**config.mk**
```make
export PLATFORM = sky130hd
export DESIGN_NAME = ict_ctrl
export DESIGN_NICKNAME = d
export VERILOG_FILES = /design/src/design/ict_pkg.sv /design/src/design/ict_ctrl.sv
export SDC_FILE = /design/constraint.sdc
export NUM_CORES = 1
export LEC_CHECK = 0
export ABC_AREA = 1
export BUFFER_PORTS_ARGS = -buffer_cell sky130_fd_sc_hd__buf_2
export CAP_MARGIN = 0
export CORE_AREA = 4 4 41 43
export CTS_CLUSTER_DIAMETER = 60
export CTS_CLUSTER_SIZE = 40
export DETAILED_ROUTE_END_ITERATION = 10
export DIE_AREA = 0 0 45 47
export SLEW_MARGIN = 5
export SYNTH_ARGS = -nofsm -noshare
export SYNTH_HDL_FRONTEND = slang
export SYNTH_SLANG_ARGS = --single-unit
```
**constraint.sdc**
```tcl
create_clock -name i_clk -period 1.3 [get_ports i_clk]
set_input_delay 0.26 -clock i_clk [delete_from_list [all_inputs] [get_ports i_clk]]
set_output_delay 0.26 -clock i_clk [all_outputs]
set_load 0.05 [all_outputs]
```
**src/design/ict_pkg.sv**
```systemverilog
`timescale 1ns / 1ps
// ----------------------------------------------------------------------------
// ict_pkg
// shared constants, request codes and controller/datapath types for the
// interval containment tagger
// ----------------------------------------------------------------------------
package ict_pkg;

    localparam int NUM_CLASSES_DEF   = 3;
    localparam int MAX_INTERVALS_DEF = 4096;

    localparam int REQ_W   = 2;
    localparam int CLS_W   = 2;
    localparam int COORD_W = 31;
    localparam int TAG_W   = 3;

    localparam logic [REQ_W-1:0] REQ_CLEAR = 2'd0;
    localparam logic [REQ_W-1:0] REQ_LOAD  = 2'd1;
    localparam logic [REQ_W-1:0] REQ_QUERY = 2'd2;

    typedef enum logic [1:0] {
        S_IDLE,
        S_CLS,
        S_EVAL,
        S_DONE
    } t_ict_state;

    typedef struct packed {
        logic do_clear;
        logic do_load;
        logic q_start;
        logic cls_next;
        logic ptr_inc;
        logic tag_eval;
        logic out_load;
    } t_ict_cmd;

    typedef struct packed {
        logic [REQ_W-1:0] req;
        logic             unmapped;
        logic             ptr_in;
        logic             before_start;
        logic             past_end;
        logic             last_cls;
    } t_ict_status;

endpackage

```
**src/design/ict_ctrl.sv**
```systemverilog
`timescale 1ns / 1ps
// ----------------------------------------------------------------------------
// ict_ctrl
// request sequencer: executes clear and load, walks each class on a mapped query
// ----------------------------------------------------------------------------
module ict_ctrl import ict_pkg::*; (
    input  logic        i_clk,
    input  logic        i_rst_n,
    input  logic        i_in_valid,
    output logic        o_in_ready,
    output logic        o_out_valid,
    input  logic        i_out_ready,
    input  t_ict_status i_status,
    output t_ict_cmd    o_cmd
);

    t_ict_state r_state;
    t_ict_state n_state;
    logic       r_out_valid;
    logic       n_out_valid;

    always_ff @(posedge i_clk) begin
        if (!i_rst_n) begin
            r_state     <= S_IDLE;
            r_out_valid <= 1'b0;
        end else begin
            r_state     <= n_state;
            r_out_valid <= n_out_valid;
        end
    end

    // next state
    always_comb begin
        n_state = r_state;
        unique case (r_state)
            S_IDLE: begin
                if (i_in_valid && i_status.req == REQ_QUERY) begin
                    n_state = i_status.unmapped ? S_DONE : S_CLS;
                end
            end
            S_CLS: begin
                if (i_status.ptr_in) begin
                    n_state = S_EVAL;
                end else if (i_status.last_cls) begin
                    n_state = S_DONE;
                end
            end
            S_EVAL: begin
                if (!i_status.before_start && i_status.past_end) begin
                    n_state = S_CLS;
                end else begin
                    n_state = i_status.last_cls ? S_DONE : S_CLS;
                end
            end
            S_DONE: begin
                if (!r_out_valid || i_out_ready) begin
                    n_state = S_IDLE;
                end
            end
            default: n_state = S_IDLE;
        endcase
    end

    // outputs
    always_comb begin
        o_cmd      = '0;
        o_in_ready = 1'b0;
        unique case (r_state)
            S_IDLE: begin
                o_in_ready = 1'b1;
                if (i_in_valid) begin
                    unique case (i_status.req)
                        REQ_CLEAR: o_cmd.do_clear = 1'b1;
                        REQ_LOAD:  o_cmd.do_load  = 1'b1;
                        REQ_QUERY: o_cmd.q_start  = 1'b1;
                        default:   o_cmd          = '0;
                    endcase
                end
            end
            S_CLS: begin
                if (!i_status.ptr_in) begin
                    o_cmd.cls_next = 1'b1;
                end
            end
            S_EVAL: begin
                if (i_status.before_start) begin
                    o_cmd.cls_next = 1'b1;
                end else if (i_status.past_end) begin
                    o_cmd.ptr_inc = 1'b1;
                end else begin
                    o_cmd.tag_eval = 1'b1;
                    o_cmd.cls_next = 1'b1;
                end
            end
            S_DONE: begin
                if (!r_out_valid || i_out_ready) begin
                    o_cmd.out_load = 1'b1;
                end
            end
            default: o_cmd = '0;
        endcase
    end

    always_comb begin
        if (o_cmd.out_load) begin
            n_out_valid = 1'b1;
        end else if (i_out_ready) begin
            n_out_valid = 1'b0;
        end else begin
            n_out_valid = r_out_valid;
        end
    end

    assign o_out_valid = r_out_valid;

endmodule

```
Word level (Yosys, flattened, before mapping)
Index checks and enable logic that the tools add are counted.
Word-level totals
  flip-flop bits (word level): 3
  input port bits: 11
  output and inout port bits: 9
Cells by class
  equality and inequality tests: 8
  muxes and demuxes: 25
  reduce and logical (&&, ||, !) cells: 9
Operator list (number)
  2-bit 2-to-1 mux: 8
  1-bit 2-to-1 mux: 11
  2-bit case mux with 4 select lines: 1
  7-bit 2-to-1 mux: 1
  2-bit == test (second input constant): 3
  2-bit by 1-bit == test with 1-bit output (second input constant): 2
  2-bit zero test: 2
  2-bit != test (second input constant): 2
  2-bit case mux with 2 select lines: 1
  3-bit 2-to-1 mux: 1
  3-bit != test (second input constant): 1
  1-bit case mux with 3 select lines: 1
  3-bit AND reduction: 1
  1-bit logical AND: 2
  1-bit zero test: 2
  1-bit case mux with 2 select lines: 1
  2-bit nonzero test: 1
  1-bit logical OR: 1

Longest topological paths before layout
Gate-level depths: netlist of the first run.
  depth after elaboration: 5
  gate-level depth with buffers: 7

Worst setup path after synthesis of the first run
OpenSTA, ideal clock, no wires.
  path type: flip-flop to output port
  from: register r_state[0]
  to: output o_cmd[5] (netlist bit)
  arrival time: 2.596 ns
  required time: 1.040 ns
  slack: -1.556 ns
  stages on the path, launching flop included: 5
  path buffers: 0
  cells stage by stage: dfxtp_1 inv_1 ha_1 inv_1 nor4_1
RTL lines
  from (decl): line ict_ctrl.sv:17  | t_ict_state r_state;
  from (signal assigned): line ict_ctrl.sv:27  | r_state <= n_state;
  to (decl): line ict_ctrl.sv:14  | output t_ict_cmd o_cmd

==> key figures, run 1 <==
Run status
  • Status: finished with violations
  • Failing checks: setup timing

CTS
  • Htree depth: 1
  • # clock sinks: 3
  • Clock transition at path regs: 0.04 ns
  • CTS buffer count: 3
  • CTS tree: done
  • Root Buffer: clkbuf_4
  • Worst-case clock buffer depth: 2
  • # hold bufs at CTS: 0
  • Worst skew pair latency: 0.23 ns

Layout
  • Fin nets: between 90 and 100
  • Post-route cell area: around 730 µm²
  • Area Overhead vs Synth: 119%
  • Share of cells above drive strength 1: 0.711
  • Filler Cell Count: around 120
  • N_diodes: 0

Detailed routing
  • DR pass1 iterations: 4
  • Routed len/inst: 9.76 µm
  • Via density: 4.34
  • Post-route DRC: 0
  • Via Count: 425
  • WL final: 956 µm
  • DRT iter0 DRCs: 13
  • ANT nets after route: 0

Die
  • I/O pin total: 20
  • Core area: 1300 µm²
  • Total Die Area: 2120 µm²
  • Initial Utilization: 0.257
  • Row cnt: 13
  • Die height: 47 µm
  • Die X: ~45 µm

Pwr
  • VDD IR max: approximately 1.2 mV
  • Leak: ~0.33 nW
  • P per Cell Area: 2180 nW/µm²

Timing
  • Final Hold Fails: 0
  • Slew @ Worst Pin: 0.250 ns
  • F_max: 635 MHz
  • Count of final max-slew check failures: 0
  • Tcrit/Tclk final: 1.21
  • Final setup margin: -0.274 ns
  • Clock skew: 0.00330 ns
  • Unrepaired setup endpoints after global routing: yes
  • Slew HR: 0.835
  • Final setup vio count: 8
  • Hold Slack: 0.262 ns
  • Final worst path period need: 1.57 ns

Worst hold path
  • Hold wc startpoint: i_rst_n
  • Hold Path Sink: r_state[1]$_SDFFE_PN0P_
  • Worst hold stages: 3
  • Hold crit path type: primary input to flip-flop

Critical path
  • Setup crit end kind: output pin
  • Worst path cell trace: inv_4 -> ha_4 -> inv_2 -> or2_4 -> a21boi_4 -> buf_6
  • Worst endpoint required time: 1.04 ns
  • Reg-to-reg setup timing slack: 0.04 ns
  • Crit Path Category: flip-flop to output pin
  • Critical path arrival: approximately 1.3 ns
  • Critical Path Fanout Max: 3
  • Worst reg2reg path endpoint: r_state[1]$_SDFFE_PN0P_
  • Top delay family on crit path: flip-flops
  • RR Startpoint: r_state[0]$_SDFFE_PN0P_
  • Slowest stage cell, crit path: dfxtp_2
  • Critical path launch point type: flip-flop
  • Worst Reg-to-Reg Cells: 7
  • CP Buf/Inv Count: 3
  • Slowest stage delay, CP: 0.32 ns

Global routing
  • First-pass GRT wire length: 1640 µm
  • Largest net degree at the start of global routing: 5
  • Initial antenna violation count: 0
  • Vias in the first global route: 411
  • Global Route Usage Sum: 0.107
  • Grt total ovfl: 0

Synthesis
  • Synth Register Bits: 3
  • Mapped Area: 334 µm²
  • Ys async rst share: 0
  • Top FF cell, synth: dfxtp_1
  • Post-synth EDFFs: 0
  • Yosys warning total: 0
  • Post-Syn Instances: 51
  • Post-Syn Nets: 66
  • Avg Cell Area, Syn: 6.55 µm²
  • Register area share after synthesis: 0.180
  • Distinct cell type count after synthesis: 17

Placement
  • DP Wirelength: approximately 800 µm
  • Port Buffer Count: 19
  • Placement Cell Area: 583 µm²
  • GPL Wtd Cong: around 0.79

Run
  • MaxCap Viol Count: 0
-- placed cells by master (no fill, tap or decap) --
cell	n
nand2_1	8
nor2_1	3
a21oi_1	2
nor3_4	1
nand3_4	1
nor2_4	2
nand3_2	2
ha_2	2
clkbuf_4	3
clkbuf_1	1
nor4_4	2
dfxtp_1	1
buf_2	11
a21boi_4	1
or2_4	1
dfxtp_4	1
dfxtp_2	1
buf_6	10
nand4_1	2
inv_2	3
nand2_2	3
ha_4	2
inv_1	5
buf_4	7
buf_8	1
a21oi_2	2
nand3_1	2
inv_4	3
-- synth_stat cells, types with 2 or more instances --
cell | count | share of area
nand3_2 | 3 | 0.090
dfxtp_1 | 3 | 0.18
nand3_1 | 2 | 0.030
inv_1 | 10 | 0.11
nor4_1 | 2 | 0.037
a21oi_1 | 3 | 0.045
nand2_1 | 9 | 0.10
nand4_1 | 2 | 0.037
ha_1 | 4 | 0.15
nor2_1 | 5 | 0.056
nand2_2 | 2 | 0.037
-- per-stage QoR --
step | util | setup TNS (ns) | std cells | setup slack, ns | total power [mW]
floorplan | - | -1.42 | 51 | -0.506 | 0.859
global placement | 0.448 | -0.791 | 93 | -0.185 | 1.13
detailed placement | 0.448 | -0.852 | 93 | -0.214 | 1.12
CTS | 0.544 | -1.57 | 98 | -0.286 | 1.57
global route | 0.562 | -1.94 | 98 | -0.338 | 1.73
finish | 0.562 | -1.44 | 98 | -0.274 | 1.59
-- logic make-up (layout without fill, tap and decap cells) --
family	count (synthesis)	in the layout	synth area share
adders and majority gates	4	4	0.150
DFF	3	3	0.180
buffers and inverters	12	44	0.146
AOI/OAI and AO/OA	5	5	0.0936
and+or+nand+nor	27	27	0.431
-- final cells by class --
cell class	instances	area (µm²)	share of cell area
sequential	3	65.1	0.0890
multi-input combinational	36	337	0.461
clock buffer	4	26.3	0.0360
timing repair buffer	29	235	0.322
inverter	11	48.8	0.0668
tap	15	18.8	0.0257
-- power breakdown --
part / total (mW) / leakage (nW) / internal (mW) / switching [mW]
Sequential: 0.177 / 0.0256 / 0.136 / 0.0411
Combinational: 1.25 / 0.291 / 0.584 / 0.664
Clock: 0.166 / 0.0150 / 0.115 / 0.0509
-- layer usage --
metal,global-route usage,vias to the layer above,share of wire
met3,0.0230,0,0.056
met4,0.0526,0,0
li1,-,225,-
met2,0.167,13,0.49
met1,0.141,187,0.46
met5,0,-,0
-- tightest hold or removal path: stages --
cell and delay (ns):
buf_2 0.10, nand2_1 0.05, nor2_1 0.03
-- worst max-delay path by stage --
stage,start,to,slack [ns],depth (start not counted)
after floorplan,r_state[0]$_SDFFE_PN0P_,o_cmd[5],-0.51,4
after global placement,r_state[1]$_SDFFE_PN0P_,o_cmd[3],-0.19,6
after detailed placement,r_state[1]$_SDFFE_PN0P_,o_cmd[3],-0.21,6
after CTS,r_state[1]$_SDFFE_PN0P_,o_cmd[3],-0.29,6
after global routing,r_state[1]$_SDFFE_PN0P_,o_cmd[3],-0.34,6
final,r_state[1]$_SDFFE_PN0P_,o_cmd[3],-0.27,6
-- flip-flops by register name (all words and copies together), names as in the netlist --
| signal | cells |
|---|---|
| r_state | 2 |
| o_out_valid | 1 |
-- what timing repair did --
item,CTS,global route
endpoints found under the setup margin,8,10
resized for setup,32,6
pin swaps,5,3
gates cloned,0,0
setup buffers,1,0
No activity file was read; power rests on OpenSTA's default activity.
==> run 2: changes to the inputs <==
==> constraint.sdc (replaced) <==
create_clock -name i_clk -period 1.3 [get_ports i_clk]
set_input_delay 0.26 -clock i_clk [delete_from_list [all_inputs] [get_ports i_clk]]
set_output_delay 0.26 -clock i_clk [all_outputs]
set_load 0.005 [all_outputs]
==> run 2 against run 1 <==
Compared with the run above: the run still ends with setup timing left; core utilization is 7.9 points lower; via count is 1.9% lower; final cell count stayed put; fmax is 4.7% higher; hold slack hardly changed; power is 26% lower; combinational power is 33% lower; clock power is 2% lower; count of clock-buffer cells in the layout stayed put; global-route usage is 0.57 points lower; routed wire length is 2.9% lower; register-to-register slack better by 0.05 ns; critical path type unchanged; largest cell class unchanged; highest routed layer unchanged.
==> key figures, run 2 (same netlist as run 1, synthesis figures left out) <==
Run status
  • Status: finished with violations
  • Failing checks: setup timing

Critical path
  • Critical path arrival: 1.24 ns (-0.07 ns)
  • Crit Path Category: flip-flop to output pin
  • Setup crit end kind: output pin
  • Worst path cell trace: inv_4 -> ha_4 -> inv_2 -> or2_4 -> a21boi_2 -> buf_2
  • Top delay family on crit path: flip-flops
  • Worst endpoint required time: 1.04 ns (about the same)
  • CP Buf/Inv Count: 3 (unchanged)
  • Critical Path Fanout Max: 3 (unchanged)
  • Slowest stage delay, CP: 0.33 ns (about the same)
  • Critical path launch point type: flip-flop
  • Slowest stage cell, crit path: dfxtp_2

Pwr
  • Switching share of total power: 0.412 (-0.0629)
  • Seq pwr share: 0.150 (+0.039)
  • Internal power: 0.690 mW (-17%)
  • Leak: 0.313 nW (-5.6%)
  • Final Power: 1.17 mW (-26%)
  • P per Cell Area: 1870 nW/µm² (-14%)
  • VDD IR max: 1.13 mV (-8.2%)
  • Sw Pwr: 0.484 mW (-36%)
  • Clk pwr share: 0.138 (+0.034)
  • Logic pwr share: 0.712 (-0.072)

Timing
  • Clock skew: 0.00494 ns (+0.00164 ns)
  • Slew HR: 0.887 (+0.0520)
  • Final TNS setup: -0.980 ns (+0.457 ns)
  • Slew @ Worst Pin: 0.169 ns (-0.0812 ns)
  • Final Hold Fails: 0 (unchanged)
  • Unrepaired setup endpoints after global routing: yes
  • Final setup margin: -0.203 ns (+0.0710 ns)
  • Tcrit/Tclk final: 1.16 (-0.0546)
  • Count of final max-slew check failures: 0 (unchanged)
  • F_max: 665 MHz (+4.7%)
  • Hold Slack: 0.262 ns (+0.000412 ns)
  • Final worst path period need: 1.50 ns (-0.0710 ns)
  • Final setup vio count: 8 (unchanged)

Die
  • Die height: 47 µm (unchanged)
  • Die X: 45 µm (unchanged)
  • I/O pin total: 20 (unchanged)
  • Total Die Area: 2120 µm² (unchanged)
  • Core area: 1300 µm² (unchanged)
  • Row cnt: 13 (unchanged)
  • Initial Utilization: 0.257 (unchanged)

Placement
  • Port Buffer Count: 19 (unchanged)
  • GPL Wtd Cong: 0.851 (+7.3%)
  • DP Wirelength: 704 µm (-9.5%)

CTS
  • Root Buffer: clkbuf_4
  • Worst-case clock buffer depth: 2 (unchanged)
  • # hold bufs at CTS: 0 (unchanged)
  • Clock transition at path regs: 0.04 ns (about the same)
  • CTS buffer count: 3 (unchanged)
  • Htree depth: 1 (unchanged)
  • Worst skew pair latency: 0.23 ns (about the same)
  • CTS tree: done
  • # clock sinks: 3 (unchanged)

Layout
  • Fin nets: 99 (unchanged)
  • Top reg by flops: r_state
  • N_diodes: 0 (unchanged)
  • Share of cells above drive strength 1: 0.651 (-0.0602)
  • Filler Cell Count: 136 (+11%)
  • Most frequent cells in the layout: buf_2 (19), nand2_1 (9), buf_4 (8)
  • Max reg flops: 2 (unchanged)
  • Area Overhead vs Synth: 88.0%
  • Most common cell after layout, fill and taps aside: buf_2

Detailed routing
  • DR pass1 iterations: 3 (-1)
  • Routed len/inst: 9.47 µm (-2.9%)
  • Top Metal Used: met3
  • Via Count: 417 (-1.9%)
  • Routed met3 length: 36 µm (-33%)
  • WL final: 928 µm (-2.9%)
  • Met2 Wirelength: 508 µm (+9.0%)
  • Post-route DRC: 0 (unchanged)
  • ANT nets after route: 0 (unchanged)
  • Via density: 4.26 (-1.9%)
  • WL met1: 382 µm (-12%)
  • DRT iter0 DRCs: 7 (-6)

Global routing
  • Largest net degree at the start of global routing: 5 (unchanged)
  • Initial antenna violation count: 0 (unchanged)
  • First-pass GRT wire length: 1510 µm (-8.0%)
  • Vias in the first global route: 402 (-2.2%)
  • Grt total ovfl: 0 (unchanged)
  • Global Route Usage Sum: 0.102 (-0.00569)

Worst hold path
  • Hold crit path type: primary input to flip-flop

Run
  • MaxCap Viol Count: 0 (unchanged)
## run 2: final timing paths
kind	start	to	slack (ns)	cells after the start
worst max register to register	r_state[1]$_SDFFE_PN0P_	r_state[0]$_SDFFE_PN0P_	0.09	8
worst max-delay path	r_state[1]$_SDFFE_PN0P_	o_cmd[3]	-0.20	6
worst min register to register	o_out_valid$_SDFFE_PN0P_	o_out_valid$_SDFFE_PN0P_	0.50	2
worst min-delay path	i_rst_n	r_state[1]$_SDFFE_PN0P_	0.26	3
## run 2: worst reg2reg max path: stages (launching register included)
cell and delay, ns:
dfxtp_2 0.33, inv_4 0.07, ha_4 0.13, inv_2 0.03
or2_4 0.22, buf_4 0.14, nand3_2 0.07, nand2_2 0.06
a21oi_2 0.10
## run 2: cell type report
type	count	area (µm²)	share of cell area
clock buffers	4	26.3	0.0418
multi-input cells	36	297	0.472
flip-flops and latches	3	65.1	0.104
well taps	15	18.8	0.0299
inverters	11	43.8	0.0697
repair buffers	29	178	0.283
## run 2: stage by stage
| stage | setup WS (ns) | cell area [µm²] | utilization | instances |
|---|---|---|---|---|
| after global routing | -0.276 | 628 | 0.483 | 98 |
| final | -0.203 | 628 | 0.483 | 98 |
| after floorplan | 0.0677 | 334 | - | 51 |
| after CTS | -0.233 | 558 | 0.429 | 95 |
| after global placement | -0.00612 | 470 | 0.362 | 88 |
| after detailed placement | -0.0233 | 470 | 0.362 | 88 |
## run 2: layer usage
metal / up-vias / global-route usage
met5: - / 0
met4: 0 / 0.0877
met3: 0 / 0.0230
met2: 9 / 0.184
met1: 181 / 0.0973
li1: 227 / -
## run 2: what timing repair did
| action | 4_1_cts | 5_1_grt |
|---|---|---|
| cloned | 0 | 0 |
| resized for setup | 14 | 8 |
| endpoints found under the setup margin | 8 | 8 |
| buffers inserted | 3 | 3 |
| pin swaps | 2 | 2 |
## run 2: power groups by stage
stage          registers, mW  logic, mW  clock network [mW]
3_3_place_gp           0.146      0.569                   0
5_1_grt                0.184      0.933               0.194
2_1_floorplan          0.154      0.352                   0
6_report               0.176      0.835               0.162
4_1_cts                0.171      0.684               0.173
3_5_place_dp           0.147      0.570                   0
==> run 3: changes to the inputs <==
Clock period 1.3 ns to 1.45 ns, I/O delays scaled along.
==> run 3 against run 2 <==
Compared with the run above: the flow still finishes with violations (setup timing); sequential cell count unchanged; first-iteration DRC count down 86%; critical path depth is the same; sequential share of layout area grew 1.5 points; combinational power shrank 27%; register-to-register slack improved by 0.08 ns; critical endpoint unchanged.
==> key figures, run 3 (same netlist as run 1, synthesis figures left out) <==
CTS
  • Root Buffer: clkbuf_4
  • CTS tree: done
  • Worst skew pair latency: 0.23 ns (about the same)
  • Htree depth: 1 (unchanged)
  • # clock sinks: 3 (unchanged)
  • CTS buffer count: 3 (unchanged)
  • Clock transition at path regs: 0.03 ns (about the same)
  • Worst-case clock buffer depth: 2 (unchanged)

Die
  • Core area: 1300 µm² (unchanged)
  • Initial Utilization: 0.257 (unchanged)
  • Total Die Area: 2120 µm² (unchanged)
  • I/O pin total: 20 (unchanged)
  • Row cnt: 13 (unchanged)
  • Die X: 45 µm (unchanged)
  • Die height: 47 µm (unchanged)

Pwr
  • Leak: 0.287 nW (-8.4%)
  • P per Cell Area: 1650 nW/µm² (-11%)
  • VDD IR max: 0.935 mV (-17%)

Critical path
  • Slowest stage delay, CP: 0.32 ns (about the same)
  • Critical path launch point type: flip-flop
  • Most used cell, CP: inv_2
  • Reg-to-reg setup timing slack: 0.17 ns (+0.08 ns)
  • Worst Reg-to-Reg Cells: 8 (unchanged)
  • Critical Path Fanout Max: 3 (unchanged)
  • Slowest stage cell, crit path: dfxtp_2
  • Worst reg2reg path endpoint: r_state[1]$_SDFFE_PN0P_
  • Setup crit end kind: output pin
  • Crit Path Category: flip-flop to output pin
  • Critical path arrival: 1.26 ns (+0.02 ns)
  • Worst endpoint required time: 1.16 ns (+0.12 ns)
  • RR Startpoint: r_state[0]$_SDFFE_PN0P_
  • Top delay family on crit path: flip-flops
  • Worst path cell trace: inv_2 -> ha_4 -> inv_2 -> or2_4 -> a21boi_2 -> buf_2
  • CP Buf/Inv Count: 3 (unchanged)

Detailed routing
  • DRT iter0 DRCs: 1 (-6)
  • WL final: 946 µm (+1.9%)
  • Via density: 4.40 (+3.4%)
  • Via Count: 409 (-1.9%)
  • DR pass1 iterations: 2 (-1)
  • Routed len/inst: 10.2 µm (+7.4%)
  • Post-route DRC: 0 (unchanged)
  • ANT nets after route: 0 (unchanged)

Worst hold path
  • Worst hold stages: 3 (unchanged)
  • Hold crit path type: primary input to flip-flop
  • Hold Path Sink: r_state[1]$_SDFFE_PN0P_
  • Hold wc startpoint: i_rst_n

Placement
  • Placement Cell Area: 448 µm² (-4.8%)
  • DP Wirelength: 718 µm (+1.9%)
  • Port Buffer Count: 19 (unchanged)
  • GPL Wtd Cong: 0.848 (-0.35%)

Layout
  • Final core utilization: 0.423 (-0.0596)
  • Most frequent cells in the layout: buf_2 (19), nand2_1 (9), inv_1 (6)
  • Post-route cell area: 551 µm² (-12%)
  • Fin nets: 94 (-5.1%)
  • Most common cell after layout, fill and taps aside: buf_2
  • Area Overhead vs Synth: 64.8%
  • Top reg by flops: r_state
  • N_diodes: 0 (unchanged)
  • Share of cells above drive strength 1: 0.590 (-0.0609)
  • Max reg flops: 2 (unchanged)

Global routing
  • First-pass GRT wire length: 1460 µm (-3.2%)
  • Largest net degree at the start of global routing: 5 (unchanged)
  • Vias in the first global route: 396 (-1.5%)
  • Grt total ovfl: 0 (unchanged)
  • Initial antenna violation count: 0 (unchanged)
  • Global Route Usage Sum: 0.0932 (-0.00853)

Timing
  • Final setup vio count: 3 (-5)
  • Final Hold Fails: 0 (unchanged)
  • Final worst path period need: 1.55 ns
  • Hold Slack: 0.299 ns (+0.0368 ns)
  • F_max: 644 MHz
  • Clock skew: 0.000501 ns (-0.00444 ns)
  • Final setup margin: -0.103 ns (+0.100 ns)
  • Final TNS setup: -0.164 ns (+0.815 ns)
  • Tcrit/Tclk final: 1.07
  • Slew @ Worst Pin: 0.180 ns (+0.0108 ns)
  • Slew HR: 0.879 (-0.00724)
  • Count of final max-slew check failures: 0 (unchanged)
  • Unrepaired setup endpoints after global routing: yes

Run
  • MaxCap Viol Count: 0 (unchanged)

Run status
  • Failing checks: setup timing
  • Status: finished with violations
==> run 3: cell types whose count changed in the layout (fill, tap and decap cells not counted), moves of 2 or more <==
cell and delta:
ha_4 -2, buf_4 -3, buf_6 -2, ha_1 +2
==> run 3: layout make-up <==
type / count / area, µm²
Fill cell: 141 / 751
Clock buffer: 4 / 26.3
Timing Repair Buffer: 24 / 133
Sequential cell: 3 / 65.1
Inverter: 11 / 41.3
Tap cell: 15 / 18.8
Multi-Input combinational cell: 36 / 267
==> run 3: what timing repair did <==
item | in CTS | in global routing
setup endpoints to repair | 7 | 7
pin swaps | 1 | 2
hold buffers | 0 | 0
setup buffers | 2 | 2
gates resized for setup | 12 | 2
==> run 3: worst min-delay path, cell delays in order <==
cell	delay [ns]
buf_2	0.10
nand2_1	0.06
nor2_1	0.04
==> run 3: power by group <==
group	switching [mW]	total (mW)	internal, mW
registers	0.0346	0.157	0.122
clock network	0.0385	0.141	0.103
logic	0.324	0.613	0.289
==> run 3: how the worst max path moves through the flow <==
| stage | from | to | slack, ns | depth (start not counted) |
|---|---|---|---|---|
| finish | r_state[1]$_SDFFE_PN0P_ | o_cmd[3] | -0.10 | 6 |
| floorplan | r_state[0]$_SDFFE_PN0P_ | o_cmd[5] | 0.19 | 4 |
| global route | r_state[1]$_SDFFE_PN0P_ | o_cmd[3] | -0.17 | 6 |
| CTS | r_state[1]$_SDFFE_PN0P_ | o_cmd[3] | -0.10 | 6 |
| detailed placement | r_state[1]$_SDFFE_PN0P_ | o_cmd[3] | 0.06 | 6 |
| global placement | r_state[1]$_SDFFE_PN0P_ | o_cmd[3] | 0.08 | 6 |
==> run 3: layer usage <==
layer / vias to the layer above / part of all wire / global-route usage
li1: 215 / - / -
met1: 185 / 0.43 / 0.0955
met2: 9 / 0.53 / 0.175
met3: 0 / 0.041 / 0.00383
met4: 0 / 0 / 0.0760
met5: - / 0 / 0
==> run 3: metrics by stage <==
step | std cells | power [mW] | setup WS (ns)
floorplan | 51 | 0.454 | 0.188
global placement | 85 | 0.600 | 0.0817
detailed placement | 85 | 0.606 | 0.0555
CTS | 91 | 0.859 | -0.101
global route | 93 | 1.00 | -0.169
finish | 93 | 0.911 | -0.103
